--- config.mk ---
export PLATFORM = sky130hd
export DESIGN_NAME = decimal_pin_entry_parser
export DESIGN_NICKNAME = d
export VERILOG_FILES = /design/src/design/dpe_pkg.sv /design/src/design/decimal_pin_entry_parser.sv
export SDC_FILE = /design/constraint.sdc
export NUM_CORES = 1
export LEC_CHECK = 0
export BUFFER_PORTS_ARGS = -buffer_cell sky130_fd_sc_hd__buf_2
export CORE_MARGIN = 4
export CORE_UTILIZATION = 62
export CTS_CLUSTER_SIZE = 14
export DETAILED_ROUTE_END_ITERATION = 10
export GPL_TIMING_DRIVEN = 0
export HOLD_SLACK_MARGIN = 0.02
export PLACE_DENSITY = 0.86
export SLEW_MARGIN = 10
export SYNTH_ARGS = -nofsm -noshare
export SYNTH_HDL_FRONTEND = slang
export SYNTH_SLANG_ARGS = --single-unit
--- constraint.sdc ---
create_clock -name clk -period 4.8 [get_ports clk]
set_clock_uncertainty 0.1 [all_clocks]
set_input_delay 0.48 -clock clk [delete_from_list [all_inputs] [get_ports clk]]
set_output_delay 0.48 -clock clk [all_outputs]
set_load 0.01 [all_outputs]
--- src/design/dpe_pkg.sv ---
`timescale 1ns / 1ps
`default_nettype none
// ----------------------------------------------------------------------------
// dpe_pkg: shared types and constants
// Key codes, store sizes, echo codes and controller states for the PIN
// entry parser.
// ----------------------------------------------------------------------------
package dpe_pkg;

    localparam int MAX_DIGITS   = 20;
    localparam int EXCESS_WIDTH = 16;
    localparam int COUNT_WIDTH  = $clog2(MAX_DIGITS + 1);
    localparam int INDEX_WIDTH  = (MAX_DIGITS > 1) ? $clog2(MAX_DIGITS) : 1;
    localparam int VALUE_WIDTH  = 64;
    // acc * 10 + digit needs four more bits than the accumulator
    localparam int PROD_WIDTH   = VALUE_WIDTH + 4;

    localparam logic [7:0] KEY_BS   = 8'd8;
    localparam logic [7:0] KEY_LF   = 8'd10;
    localparam logic [7:0] KEY_CR   = 8'd13;
    localparam logic [7:0] KEY_ZERO = 8'd48;
    localparam logic [7:0] KEY_NINE = 8'd57;
    localparam logic [7:0] KEY_DEL  = 8'd127;

    typedef enum logic [1:0] {
        ECHO_NONE  = 2'd0,
        ECHO_STAR  = 2'd1,
        ECHO_ERASE = 2'd2
    } echo_t;

    typedef enum logic [1:0] {
        ST_IDLE,
        ST_CONV,
        ST_LOAD
    } state_t;

endpackage
`default_nettype wire

--- src/design/decimal_pin_entry_parser.sv ---
`timescale 1ns / 1ps
`default_nettype none
// ----------------------------------------------------------------------------
// decimal_pin_entry_parser: keystroke PIN collector and converter
// Stores up to 20 decimal digits, handles backspace and excess digits, and
// converts the entry to a 64-bit value one digit per cycle when it ends.
// ----------------------------------------------------------------------------
// Each accepted keystroke yields one result item. The next item is taken
// only once the previous result has gone or goes at the same edge, so a
// stalled result holds the input off. An item that ends a well-formed-looking
// entry runs the decimal converter, a shift line of digits feeding one
// multiply-by-ten-and-add per cycle, and then loads the result once the
// output is free; an empty entry, a leading zero or excess digits are
// rejected without conversion.
module decimal_pin_entry_parser (
    input  wire logic        clk,
    input  wire logic        rst_n,
    // configuration
    input  wire logic        cfg_valid,
    output logic             cfg_ready,
    input  wire logic        echo_enable,
    // keystroke items
    input  wire logic        in_valid,
    output logic             in_ready,
    input  wire logic [7:0]  key_byte,
    input  wire logic        end_of_stream,
    // result items
    output logic             out_valid,
    input  wire logic        out_ready,
    output logic [1:0]       echo_action,
    output logic             entry_done,
    output logic             pin_ok,
    output logic [63:0]      pin_value
);

    localparam int CW = dpe_pkg::COUNT_WIDTH;
    localparam int IW = dpe_pkg::INDEX_WIDTH;
    localparam int EW = dpe_pkg::EXCESS_WIDTH;
    localparam int VW = dpe_pkg::VALUE_WIDTH;
    localparam int PW = dpe_pkg::PROD_WIDTH;

    dpe_pkg::state_t state_reg, state_next;

    logic                  echo_enable_reg;
    logic [CW-1:0]         digit_count_reg, digit_count_next;
    logic [EW-1:0]         excess_reg, excess_next;
    logic [CW-1:0]         conv_left_reg, conv_left_next;
    logic [VW-1:0]         acc_reg, acc_next;
    logic                  ovf_reg, ovf_next;
    logic [3:0]            store_reg [dpe_pkg::MAX_DIGITS];

    logic                  out_valid_reg, out_valid_next;
    dpe_pkg::echo_t        echo_action_reg, echo_action_next;
    logic                  entry_done_reg, entry_done_next;
    logic                  pin_ok_reg, pin_ok_next;
    logic [VW-1:0]         pin_value_reg, pin_value_next;

    logic                  out_free;
    logic                  in_fire;
    logic                  conv_run;
    logic                  conv_load;
    logic                  key_term;
    logic                  key_digit;
    logic                  key_erase;
    logic                  entry_well;
    logic                  start_conv;
    logic                  store_we;
    logic [PW-1:0]         prod;

    assign out_free = !out_valid_reg || out_ready;

    // ------------------------------------------------------------------
    // key decode
    // ------------------------------------------------------------------
    always_comb
    begin
        key_term   = end_of_stream || (key_byte == dpe_pkg::KEY_LF)
                     || (key_byte == dpe_pkg::KEY_CR);
        key_digit  = !key_term
                     && (key_byte inside {[dpe_pkg::KEY_ZERO:dpe_pkg::KEY_NINE]});
        key_erase  = !key_term
                     && (key_byte inside {dpe_pkg::KEY_BS, dpe_pkg::KEY_DEL});
        entry_well = (digit_count_reg != '0) && (excess_reg == '0)
                     && (store_reg[0] != 4'd0);
        in_fire    = in_valid && in_ready;
        start_conv = in_fire && key_term && entry_well;
    end

    // ------------------------------------------------------------------
    // controller: next state
    // ------------------------------------------------------------------
    always_comb
    begin
        state_next = state_reg;
        case (state_reg)
            dpe_pkg::ST_IDLE:
            begin
                if (start_conv)
                    state_next = dpe_pkg::ST_CONV;
            end
            dpe_pkg::ST_CONV:
            begin
                if (conv_left_reg == CW'(1))
                    state_next = dpe_pkg::ST_LOAD;
            end
            dpe_pkg::ST_LOAD:
            begin
                if (out_free)
                    state_next = dpe_pkg::ST_IDLE;
            end
            default:
                state_next = dpe_pkg::ST_IDLE;
        endcase
    end

    // ------------------------------------------------------------------
    // controller: outputs
    // ------------------------------------------------------------------
    always_comb
    begin
        in_ready  = 1'b0;
        conv_run  = 1'b0;
        conv_load = 1'b0;
        case (state_reg)
            dpe_pkg::ST_IDLE: in_ready  = out_free;
            dpe_pkg::ST_CONV: conv_run  = 1'b1;
            dpe_pkg::ST_LOAD: conv_load = out_free;
            default:
            begin
                in_ready  = 1'b0;
                conv_run  = 1'b0;
                conv_load = 1'b0;
            end
        endcase
    end

    // acc * 10 + next digit; the top bits flag overflow past 64 bits
    assign prod = {1'b0, acc_reg, 3'b000} + {3'b000, acc_reg, 1'b0}
                  + PW'(store_reg[0]);

    // ------------------------------------------------------------------
    // datapath next values
    // ------------------------------------------------------------------
    always_comb
    begin
        digit_count_next = digit_count_reg;
        excess_next      = excess_reg;
        conv_left_next   = conv_left_reg;
        acc_next         = acc_reg;
        ovf_next         = ovf_reg;
        store_we         = 1'b0;
        out_valid_next   = out_valid_reg && !out_ready;
        echo_action_next = echo_action_reg;
        entry_done_next  = entry_done_reg;
        pin_ok_next      = pin_ok_reg;
        pin_value_next   = pin_value_reg;

        if (in_fire)
        begin
            echo_action_next = dpe_pkg::ECHO_NONE;
            entry_done_next  = 1'b0;
            pin_ok_next      = 1'b0;
            pin_value_next   = '0;
            out_valid_next   = 1'b1;
            if (key_term)
            begin
                entry_done_next  = 1'b1;
                digit_count_next = '0;
                excess_next      = '0;
                if (entry_well)
                begin
                    // hold the result back until conversion ends
                    out_valid_next = 1'b0;
                    conv_left_next = digit_count_reg;
                    acc_next       = '0;
                    ovf_next       = 1'b0;
                end
            end
            else if (key_digit)
            begin
                if (digit_count_reg < CW'(dpe_pkg::MAX_DIGITS))
                begin
                    store_we         = 1'b1;
                    digit_count_next = digit_count_reg + CW'(1);
                    if (echo_enable_reg)
                        echo_action_next = dpe_pkg::ECHO_STAR;
                end
                else if (excess_reg != {EW{1'b1}})
                begin
                    excess_next = excess_reg + EW'(1);
                end
            end
            else if (key_erase)
            begin
                if (excess_reg != '0)
                begin
                    excess_next = excess_reg - EW'(1);
                end
                else if (digit_count_reg != '0)
                begin
                    digit_count_next = digit_count_reg - CW'(1);
                    if (echo_enable_reg)
                        echo_action_next = dpe_pkg::ECHO_ERASE;
                end
            end
        end

        if (conv_run)
        begin
            acc_next       = prod[VW-1:0];
            ovf_next       = ovf_reg || (prod[PW-1:VW] != '0);
            conv_left_next = conv_left_reg - CW'(1);
        end

        if (conv_load)
        begin
            out_valid_next   = 1'b1;
            echo_action_next = dpe_pkg::ECHO_NONE;
            entry_done_next  = 1'b1;
            pin_ok_next      = !ovf_reg;
            pin_value_next   = ovf_reg ? '0 : acc_reg;
        end
    end

    // ------------------------------------------------------------------
    // control registers
    // ------------------------------------------------------------------
    always_ff @(posedge clk or negedge rst_n)
    begin
        if (!rst_n)
        begin
            state_reg       <= dpe_pkg::ST_IDLE;
            echo_enable_reg <= 1'b1;
            digit_count_reg <= '0;
            excess_reg      <= '0;
            conv_left_reg   <= '0;
            out_valid_reg   <= 1'b0;
        end
        else
        begin
            state_reg       <= state_next;
            digit_count_reg <= digit_count_next;
            excess_reg      <= excess_next;
            conv_left_reg   <= conv_left_next;
            out_valid_reg   <= out_valid_next;
            if (cfg_valid && cfg_ready)
                echo_enable_reg <= echo_enable;
        end
    end

    // ------------------------------------------------------------------
    // payload registers and digit shift line
    // ------------------------------------------------------------------
    always_ff @(posedge clk)
    begin
        acc_reg         <= acc_next;
        ovf_reg         <= ovf_next;
        echo_action_reg <= echo_action_next;
        entry_done_reg  <= entry_done_next;
        pin_ok_reg      <= pin_ok_next;
        pin_value_reg   <= pin_value_next;
        if (store_we)
        begin
            // low nibble of '0'..'9' is the digit value
            store_reg[digit_count_reg[IW-1:0]] <= key_byte[3:0];
        end
        else if (conv_run)
        begin
            // advance the line: oldest digit sits at the head
            for (int k = 0; k < dpe_pkg::MAX_DIGITS - 1; k++)
                store_reg[k] <= store_reg[k+1];
        end
    end

    assign cfg_ready   = 1'b1;
    assign out_valid   = out_valid_reg;
    assign echo_action = echo_action_reg;
    assign entry_done  = entry_done_reg;
    assign pin_ok      = pin_ok_reg;
    assign pin_value   = pin_value_reg;

`ifndef SYNTH
    a_ready_idle: assert property (@(posedge clk) disable iff (!rst_n)
        in_ready |-> (state_reg == dpe_pkg::ST_IDLE))
        else $error("input taken outside idle");

    a_count_range: assert property (@(posedge clk) disable iff (!rst_n)
        digit_count_reg <= CW'(dpe_pkg::MAX_DIGITS))
        else $error("digit count beyond store depth");

    a_excess_full: assert property (@(posedge clk) disable iff (!rst_n)
        (excess_reg != '0) |-> (digit_count_reg == CW'(dpe_pkg::MAX_DIGITS)))
        else $error("excess digits with store not full");

    a_plain_result: assert property (@(posedge clk) disable iff (!rst_n)
        (out_valid_reg && !entry_done_reg) |-> (!pin_ok_reg && (pin_value_reg == '0)))
        else $error("value reported on a non-terminating item");

    a_conv_result: assert property (@(posedge clk) disable iff (!rst_n)
        ((state_reg == dpe_pkg::ST_LOAD) && out_free) |=>
            (out_valid_reg && entry_done_reg
             && (echo_action_reg == dpe_pkg::ECHO_NONE)))
        else $error("conversion result not loaded");
`endif

endmodule
`default_nettype wire

## Yosys cells after proc, flatten, opt, wreduce, memory -nomap -nowiden

Memory sizes are Yosys's and may differ from the RTL's.
Cells that the tools add are included.

- Equal/unequal tests: 15
- Add/sub/neg operators: 7
- Reductions and logical operators: 36
- $lt $le $gt $ge: 3
- Muxes and demuxes: 61

Operator list:

| cell | count |
|---|---|
| 64-bit two-way mux | 7 |
| 16-bit two-way mux | 6 |
| 67-bit by 65-bit adder with 68-bit output | 1 |
| 68-bit by 4-bit adder with 68-bit output | 1 |
| 5-bit two-way mux | 11 |
| 1-bit two-way mux | 26 |
| 8-bit by 4-bit equality test with 1-bit output, second input constant | 3 |
| 2-bit two-way mux | 9 |
| 16-bit by 1-bit adder with 16-bit output, second input constant | 1 |
| 16-bit logical NOT | 1 |
| 16-bit inequality test, second input constant | 1 |
| 16-bit nonzero test | 1 |
| 16-bit by 1-bit subtractor with 16-bit output, second input constant | 1 |
| 5-bit AND reduction | 2 |
| 2-bit nonzero test | 5 |
| 5-bit by 1-bit subtractor with 5-bit output, second input constant | 2 |
| 1-bit logical AND | 9 |
| 3-bit nonzero test | 3 |
| 8-bit by 7-bit equality test with 1-bit output, second input constant | 1 |
| 8-bit by 6-bit greater-or-equal comparator with 1-bit output, second input constant | 1 |
| 8-bit by 6-bit <= comparator with 1-bit output, second input constant | 1 |
| 4-bit nonzero test | 2 |
| 2-bit inequality test, second input constant | 3 |
| 3-bit by 2-bit inequality test with 1-bit output, second input constant | 2 |
| 14 further kinds | 22 |

- Bits in writable memories: 80
- Memories kept: 1
- Input bits: 15
- Output and inout bits: 71
- Flip-flop bits (word level): 163

Memory list:

| memory | words | bits a word | rd ports | clocked after memory_dff | write ports | RTL line | RTL |
|---|---|---|---|---|---|---|---|
| store_reg | 20 | 4 | 20 | 0 | 19 | decimal_pin_entry_parser.sv:50 | `logic [3:0] store_reg [dpe_pkg::MAX_DIGITS];` |

## Longest topological paths before layout

Gate-level depths: netlist (run 1).

- Word-level depth: 12
- Depth in mapped cells: 17
- Gate-level depth less buffers: 17

## Worst setup path before layout (run 1)

No wires, ideal clock.

- Kind: in2reg
- Start: input port key_byte[5]
- End: register excess_reg[14]
- Data required time: 4.604 ns
- Stages: 15
- Data arrival time: 3.694 ns
- Setup slack: 0.910 ns
- Path buffers: 0
- Cells stage by stage: nor4_1 -> a31oi_1 -> nand2_1 -> inv_1 -> fa_1 -> nor2b_1 -> o21ai_0 -> a21boi_1 -> o21ai_0 -> a2111oi_0 -> o21ai_0 -> nand2b_1 -> a311oi_1 -> xor2_1 -> o31ai_1

- Longest elaborated chain between the ends: 7
- Elaborated cells on any way between the ends: 20
- Those cells by class: 2 x order compare; 6 x eq/ne; 2 x mux; 10 x reduce/logical

RTL lines:

| item | RTL line | RTL |
|---|---|---|
| start: declaration | decimal_pin_entry_parser.sv:25 | `input wire logic [7:0] key_byte,` |
| parallel branches: the longest is 7 deep, another holds 8-bit by 6-bit greater-or-equal comparator with 1-bit output | n/a |  |
| end signal: assignment | decimal_pin_entry_parser.sv:243 | `excess_reg <= excess_next;` |
| end: declaration | decimal_pin_entry_parser.sv:46 | `logic [EW-1:0] excess_reg, excess_next;` |

Parallel ways; which one is timed is not known.
A chain may end at the register's enable or synchronous reset.

## Worst setup path in the final report (run 1)

Same ends and word-level chain as after synthesis.

==> flow_summary.toml, run 1 <==
[outcome]
status = "complete, no violations"

[cells_and_area]
layout-drive-gt1-share_pct = 12.04
nNetsFinal = 1709
multi_input_area_um2 = 7582
diodes = 0
largest_reg_flops = 80
n_fill_cell = 1670
seqCellArea_um2 = 7118
syn_to_final_growth_pct = 11.55
fin_area_um2 = 16910
stdcell_count = 1881

[die]
rows = 56
die_x_um = 164.3
design.core.area_um2 = 23750
die_y_um = 164.3
ios = 86
start_util_pct = 63.80
die_area_um2 = 27010

[place]
placedCellCount = 1834
placedInstanceArea_um2 = 16030
placement.io_buffers = 84
dp_hpwl_mm = 24.75
place_congestion = 0.9448

[flow_run]
max_cap_violations = 0

[hold_path]
hp-start = "echo_enable"
hp-class = "input port to register"

[power_and_ir_drop]
leakage_nw = 7.120
peakVddDrop_mv = 0.3451
power.density_nw_per_um2 = 633.1

[synthesis]
syn_nets = 1594
ys.flop_type = "edfxtp_1"
synth_edf_count = 210
synthCells = 1429
ys_seq_area_share_pct = 46.97
synth_area_per_cell_um2 = 10.60
synth.distinct_cells = 89
ys_ff_latch = 243
syn-cell-area_um2 = 15150
yosysWarnings = 0
async_reset_ff_share_pct = 12.35

[setup_path]
slowest_stage = "a2111oi_0"
cp.required_ns = 5.14
crit_top_cell = "o21ai_0"
critPathTopFamily = "compound AO/OA/AOI/OAI gates"
rr_startpoint = "acc_reg[1]"
crit_path_max_fanout = 21
endpoint_kind = "register"
path_cells = "buf_2 -> nor4_1 -> a31oi_1 -> nand2_2 -> inv_1 -> fa_1 -> nor2b_1 -> o21ai_0 -> a21boi_1 -> o21ai_0 -> a2111oi_0 -> o21ai_0 -> nand2b_1 -> a311oi_1 -> xor2_1 -> o31ai_1"
start_kind = "input port"
worst-path-buf-inv = 2
cpPeakStageDelay_ns = 0.61
crit_start = "key_byte[5]"
path_class = "input port to register"
crit_arrival_ns = 4.46

[timing]
slew_viol_final = 0
hold_viol = 0
fin_crit_sh_pct = 85.64
fmax_ghz = 0.2433
min_period_ns = 4.111
finalSetupViolations = 0
rsz0062_at_grt = "false"
worstMarginPinSlew_ns = 1.124
max_slew_margin_pct = 24.77

[global_route]
grt_usage_pct = 25.58
grt_pass1_vias = 11690
grt_antenna_before_repair = 0
overflow = 0
grt_start_max_net_pins = 47
grt_pass1_wl_mm = 56.32

[detailed_routing]
wl_per_cell_um = 18.15
via_count = 11630
detail-route-antenna-nets = 0
via_per_inst = 6.183
firstDrtPassIters = 6
drcViolationCount = 0
drt-total-wl_mm = 34.14
drtIter0Drc = 893

[clocking]
clock_latency_ns = 0.54
clockRootBuffer = "clkbuf_16"
postCtsSetupRepairBufs = 0
numCtsBuffers = 26
cts_buffer_depth = 3
cts_sinks = 243
clkTransAtPathRegs_ns = 0.06
cts.htree.levels = 1
cts_tree = "built"
kinds of logic (layout without fill, tap and decap cells):
logic type      after synthesis  in the layout  synth area share [%]
buf+inv                     109            242                 3.113
flops                       243            243                 46.97
mux                           3              3                0.2147
other cells                   1              1               0.02475
fa+ha+maj                   150            150                 12.58
compound gates              394            394                 17.85
simple gates                457            457                 15.08
xor+xnor                     72             72                 4.161
synthesized netlist by cell type (5+ instances only):
master | count | area (um2)
nand4_1 | 22 | 137.6
and2_1 | 76 | 475.5
o21ai_1 | 8 | 40.04
a21oi_1 | 80 | 400.4
ha_1 | 146 | 1827
nand3_1 | 27 | 135.1
o41ai_1 | 7 | 61.31
o21bai_1 | 11 | 82.58
nand2_1 | 102 | 382.9
clkbuf_1 | 47 | 176.4
o211ai_1 | 6 | 45.04
a22o_1 | 7 | 61.31
inv_1 | 39 | 146.4
a211oi_1 | 8 | 60.06
o21a_1 | 11 | 82.58
a21o_1 | 98 | 735.7
a31oi_1 | 13 | 81.33
and3_1 | 7 | 43.79
nand2b_1 | 15 | 93.84
a21oi_2 | 5 | 43.79
edfxtp_1 | 210 | 6306
xnor2_1 | 36 | 315.3
o21ai_0 | 79 | 395.4
nor4_1 | 10 | 62.56
nor2_1 | 125 | 469.2
nor2b_1 | 11 | 68.82
dfrtp_1 | 29 | 725.7
xor2_1 | 36 | 315.3
nor3_1 | 28 | 140.1
o31ai_1 | 10 | 75.07
buf_2 | 12 | 60.06
or3_1 | 6 | 37.54
placed cells by master, fill, tap and decap left out, types with 22 or more instances in the layout:
cell type and n:
a21o_1 98, a21oi_1 80, and2_1 76, buf_2 96, clkbuf_1 48, clkbuf_16 26
dfrtp_1 29, edfxtp_1 210, ha_1 146, inv_1 39, nand2_1 99, nand3_1 27
nand4_1 22, nor2_1 125, nor3_1 28, o21ai_0 79, xnor2_1 36, xor2_1 36
what timing repair did:
action                                  CTS  global route
endpoints found under the setup margin    0             1
hold buffers                              1             0
gates resized for setup                   0             1
hold endpoints to repair                 29             0
power breakdown:
part	switching [W]	leakage, nW	internal [W]
Sequential	0.000325	2.39	0.00300
Combinational	0.00329	4.32	0.00208
Clock	0.000846	0.408	0.00116
Total	0.00446	7.12	0.00624
worst paths after layout:
check	end	slack, ns	cells past startpoint
max	excess_reg[14]	0.69	16
min	echo_enable_reg	0.08	2
max reg2reg	acc_reg[60]	0.75	14
min reg2reg	entry_done	0.40	2
max in group asynchronous	conv_left_reg[2]	3.70	2
min in group asynchronous	state_reg[1]	0.43	2
routing by layer:
layer  share of wire, %  global-route usage (%)  wire length, um  vias to the layer above
li1                   -                       -                -                     5527
met1                 41                   33.01            14130                     5567
met2                 49                   44.24            16690                      432
met3                5.6                   3.237             1913                      104
met4                4.1                   9.607             1414                        0
met5                  0                       0                0                        -
final cells by class:
type / count / area share [%]
Inverter: 39 / 0.8660
Sequential cell: 243 / 42.11
Tap cell: 319 / 2.361
Buffer: 70 / 1.924
Timing Repair Buffer: 87 / 2.783
Clock inverter: 19 / 1.236
Multi-Input combinational cell: 1077 / 44.85
Clock buffer: 27 / 3.871
metrics by stage:
stage	TNS, ns	setup WS [ns]	power, W	utilization [%]	hold WS [ns]
floorplan	0	0.9101	0.007317	-	0.08441
CTS	0	0.4816	0.01067	71.16	0.06232
global route	0	0.3243	0.01149	71.17	0.06560
finish	0	0.6894	0.01070	71.17	0.07568
detailed placement	-0.06761	-0.06761	0.008592	67.48	0.3810
global placement	-0.1845	-0.09959	0.008387	67.25	0.3780
Power figures use the tool's default switching activity.
==> inputs of run 2 (changes only) <==
Settings changed: CORE_UTILIZATION 62 to 58, PLACE_DENSITY 0.86 to 0.81.
==> flow_summary.toml, run 2 (synthesis results as in run 1) <==
[place]
place_congestion = 0.9373
placement.io_buffers = 84
dp_hpwl_mm = 24.81
place_ws_ns = -0.1623
placedCellCount = 1845

[die]
start_util_pct = 59.50
design.core.area_um2 = 25470
rows = 58
die_area_um2 = 28780
die_x_um = 169.6
die_y_um = 169.6
ios = 86

[timing]
setup_tns_ns = 0
fmax_ghz = 0.2393
setup_ws_ns = 0.6209
finalSetupViolations = 0
min_period_ns = 4.179
slew_viol_final = 0
max_slew_margin_pct = 21.94
hold_viol = 0
fin_hold_ws_ns = 0.08251
fin_crit_sh_pct = 87.07
worstMarginPinSlew_ns = 1.167
rsz0062_at_grt = "false"

[setup_path]
path_class = "input port to register"
cp.required_ns = 5.14
endpoint_kind = "register"
crit_arrival_ns = 4.52
start_kind = "input port"
crit_path_max_fanout = 21

[global_route]
grt_usage_pct = 23.36
grt_antenna_before_repair = 0
met1_usage_pct = 31.14
grt_pass1_wl_mm = 55.93
grt_pass1_vias = 11350
grt-busiest-layer = "met2"
gr-usage-met2_pct = 40.53
met3_usage_pct = 2.446
overflow = 0
grt_start_max_net_pins = 49

[outcome]
status = "complete, no violations"

[power_and_ir_drop]
peakVddDrop_mv = 0.3632
seqPwrFrac_pct = 31.0
power_switching_share_pct = 41.33
power_w = 0.01072
combPwrFrac_pct = 50.0
power_frac_clock_pct = 19.0
leakage_nw = 7.143
p_int_w = 0.006289
power.density_nw_per_um2 = 633.1
p_sw_w = 0.004431

[cells_and_area]
mostFrequentLayoutCells = "edfxtp_1 (210), ha_1 (146), nor2_1 (125)"
stdcell_count = 1894
layout_commonest_cell = "edfxtp_1"
layout-drive-gt1-share_pct = 12.08
diodes = 0
nNetsFinal = 1709
largest_reg_flops = 80
syn_to_final_growth_pct = 11.74

[flow_run]
max_cap_violations = 0

[detailed_routing]
detail-route-antenna-nets = 0
drtIter0Drc = 801
wl_per_cell_um = 18.02
firstDrtPassIters = 6
drt-total-wl_mm = 34.12
drcViolationCount = 0
via_count = 11380
via_per_inst = 6.011

[clocking]
clockRootBuffer = "clkbuf_16"
postCtsSetupRepairBufs = 0
numCtsBuffers = 26
cts_tree = "built"
cts_buffer_depth = 3
clkTransAtPathRegs_ns = 0.06
cts_sinks = 243
cts.htree.levels = 1
clock_latency_ns = 0.54

[hold_path]
hp-class = "input port to register"
-- run 2: cell types whose count changed in the layout (fill, tap and decap cells not counted) --
cell	before	now
clkinv_2	1	7
clkbuf_1	48	51
clkinv_4	3	0
buf_12	2	0
buf_16	0	2
clkinv_1	7	5
clkinvlp_4	3	1
bufinv_16	3	4
clkinv_16	1	0
clkinv_8	0	1
inv_6	1	0
-- run 2: stage by stage --
step / util (%) / instance area (um2)
after floorplan: - / 15150
after global placement: 62.77 / 15990
after detailed placement: 63.04 / 16060
after CTS: 66.47 / 16930
after global routing: 66.48 / 16930
final: 66.48 / 16930
-- run 2: final timing paths --
| check | slack (ns) | endpoint | cells after the start | start |
|---|---|---|---|---|
| max | 0.62 | excess_reg[14] | 16 | key_byte[5] |
| min | 0.08 | echo_enable_reg | 2 | echo_enable |
| max reg2reg | 0.80 | acc_reg[60] | 13 | acc_reg[2] |
| min reg2reg | 0.41 | echo_action[1] | 2 | echo_action[1] |
| max in group asynchronous | 3.68 | conv_left_reg[2] | 2 | rst_n |
| min in group asynchronous | 0.46 | state_reg[1] | 2 | rst_n |
-- run 2: layout make-up --
cell class	instances	area (um2)
Timing Repair Buffer	87	485.5
Multi-Input combinational cell	1077	7582
Inverter	39	146.4
Tap cell	330	412.9
Buffer	70	325.3
Fill cell	1940	8538
Clock buffer	30	665.6
Sequential cell	243	7118
Clock inverter	18	197.7
-- run 2: routing by layer --
metal  vias to the layer above  part of all wire, %
met3                        71                  5.6
li1                       5508                    -
met2                       384                   48
met4                         0                  2.7
met1                      5421                   43
met5                         -                    0
-- run 2: critical path, cell delays in order --
cell and delay (ns):
buf_2 0.11, nor4_1 0.50, a31oi_1 0.30, nand2_2 0.45
inv_1 0.20, fa_1 0.43, nor2b_1 0.16, o21ai_0 0.14
a21boi_1 0.22, o21ai_0 0.18, a2111oi_0 0.56, o21ai_0 0.15
nand2b_1 0.14, a311oi_1 0.13, xor2_1 0.16, o31ai_1 0.20
-- run 2: timing repair --
| item | in CTS | in global routing |
|---|---|---|
| hold buffers | 1 | 0 |
| hold endpoints to repair | 29 | 0 |
| endpoints found under the setup margin | 0 | 1 |
| resized for setup | 0 | 1 |
-- run 2: power groups by stage --
| stage | sequential [W] | combinational (W) | clock [W] |
|---|---|---|---|
| floorplan | 0.00331 | 0.00401 | 0 |
| detailed placement | 0.00336 | 0.00525 | 0 |
| CTS | 0.00332 | 0.00531 | 0.00207 |
| global route | 0.00337 | 0.00597 | 0.00215 |
| finish | 0.00332 | 0.00536 | 0.00204 |
| global placement | 0.00337 | 0.00505 | 0 |
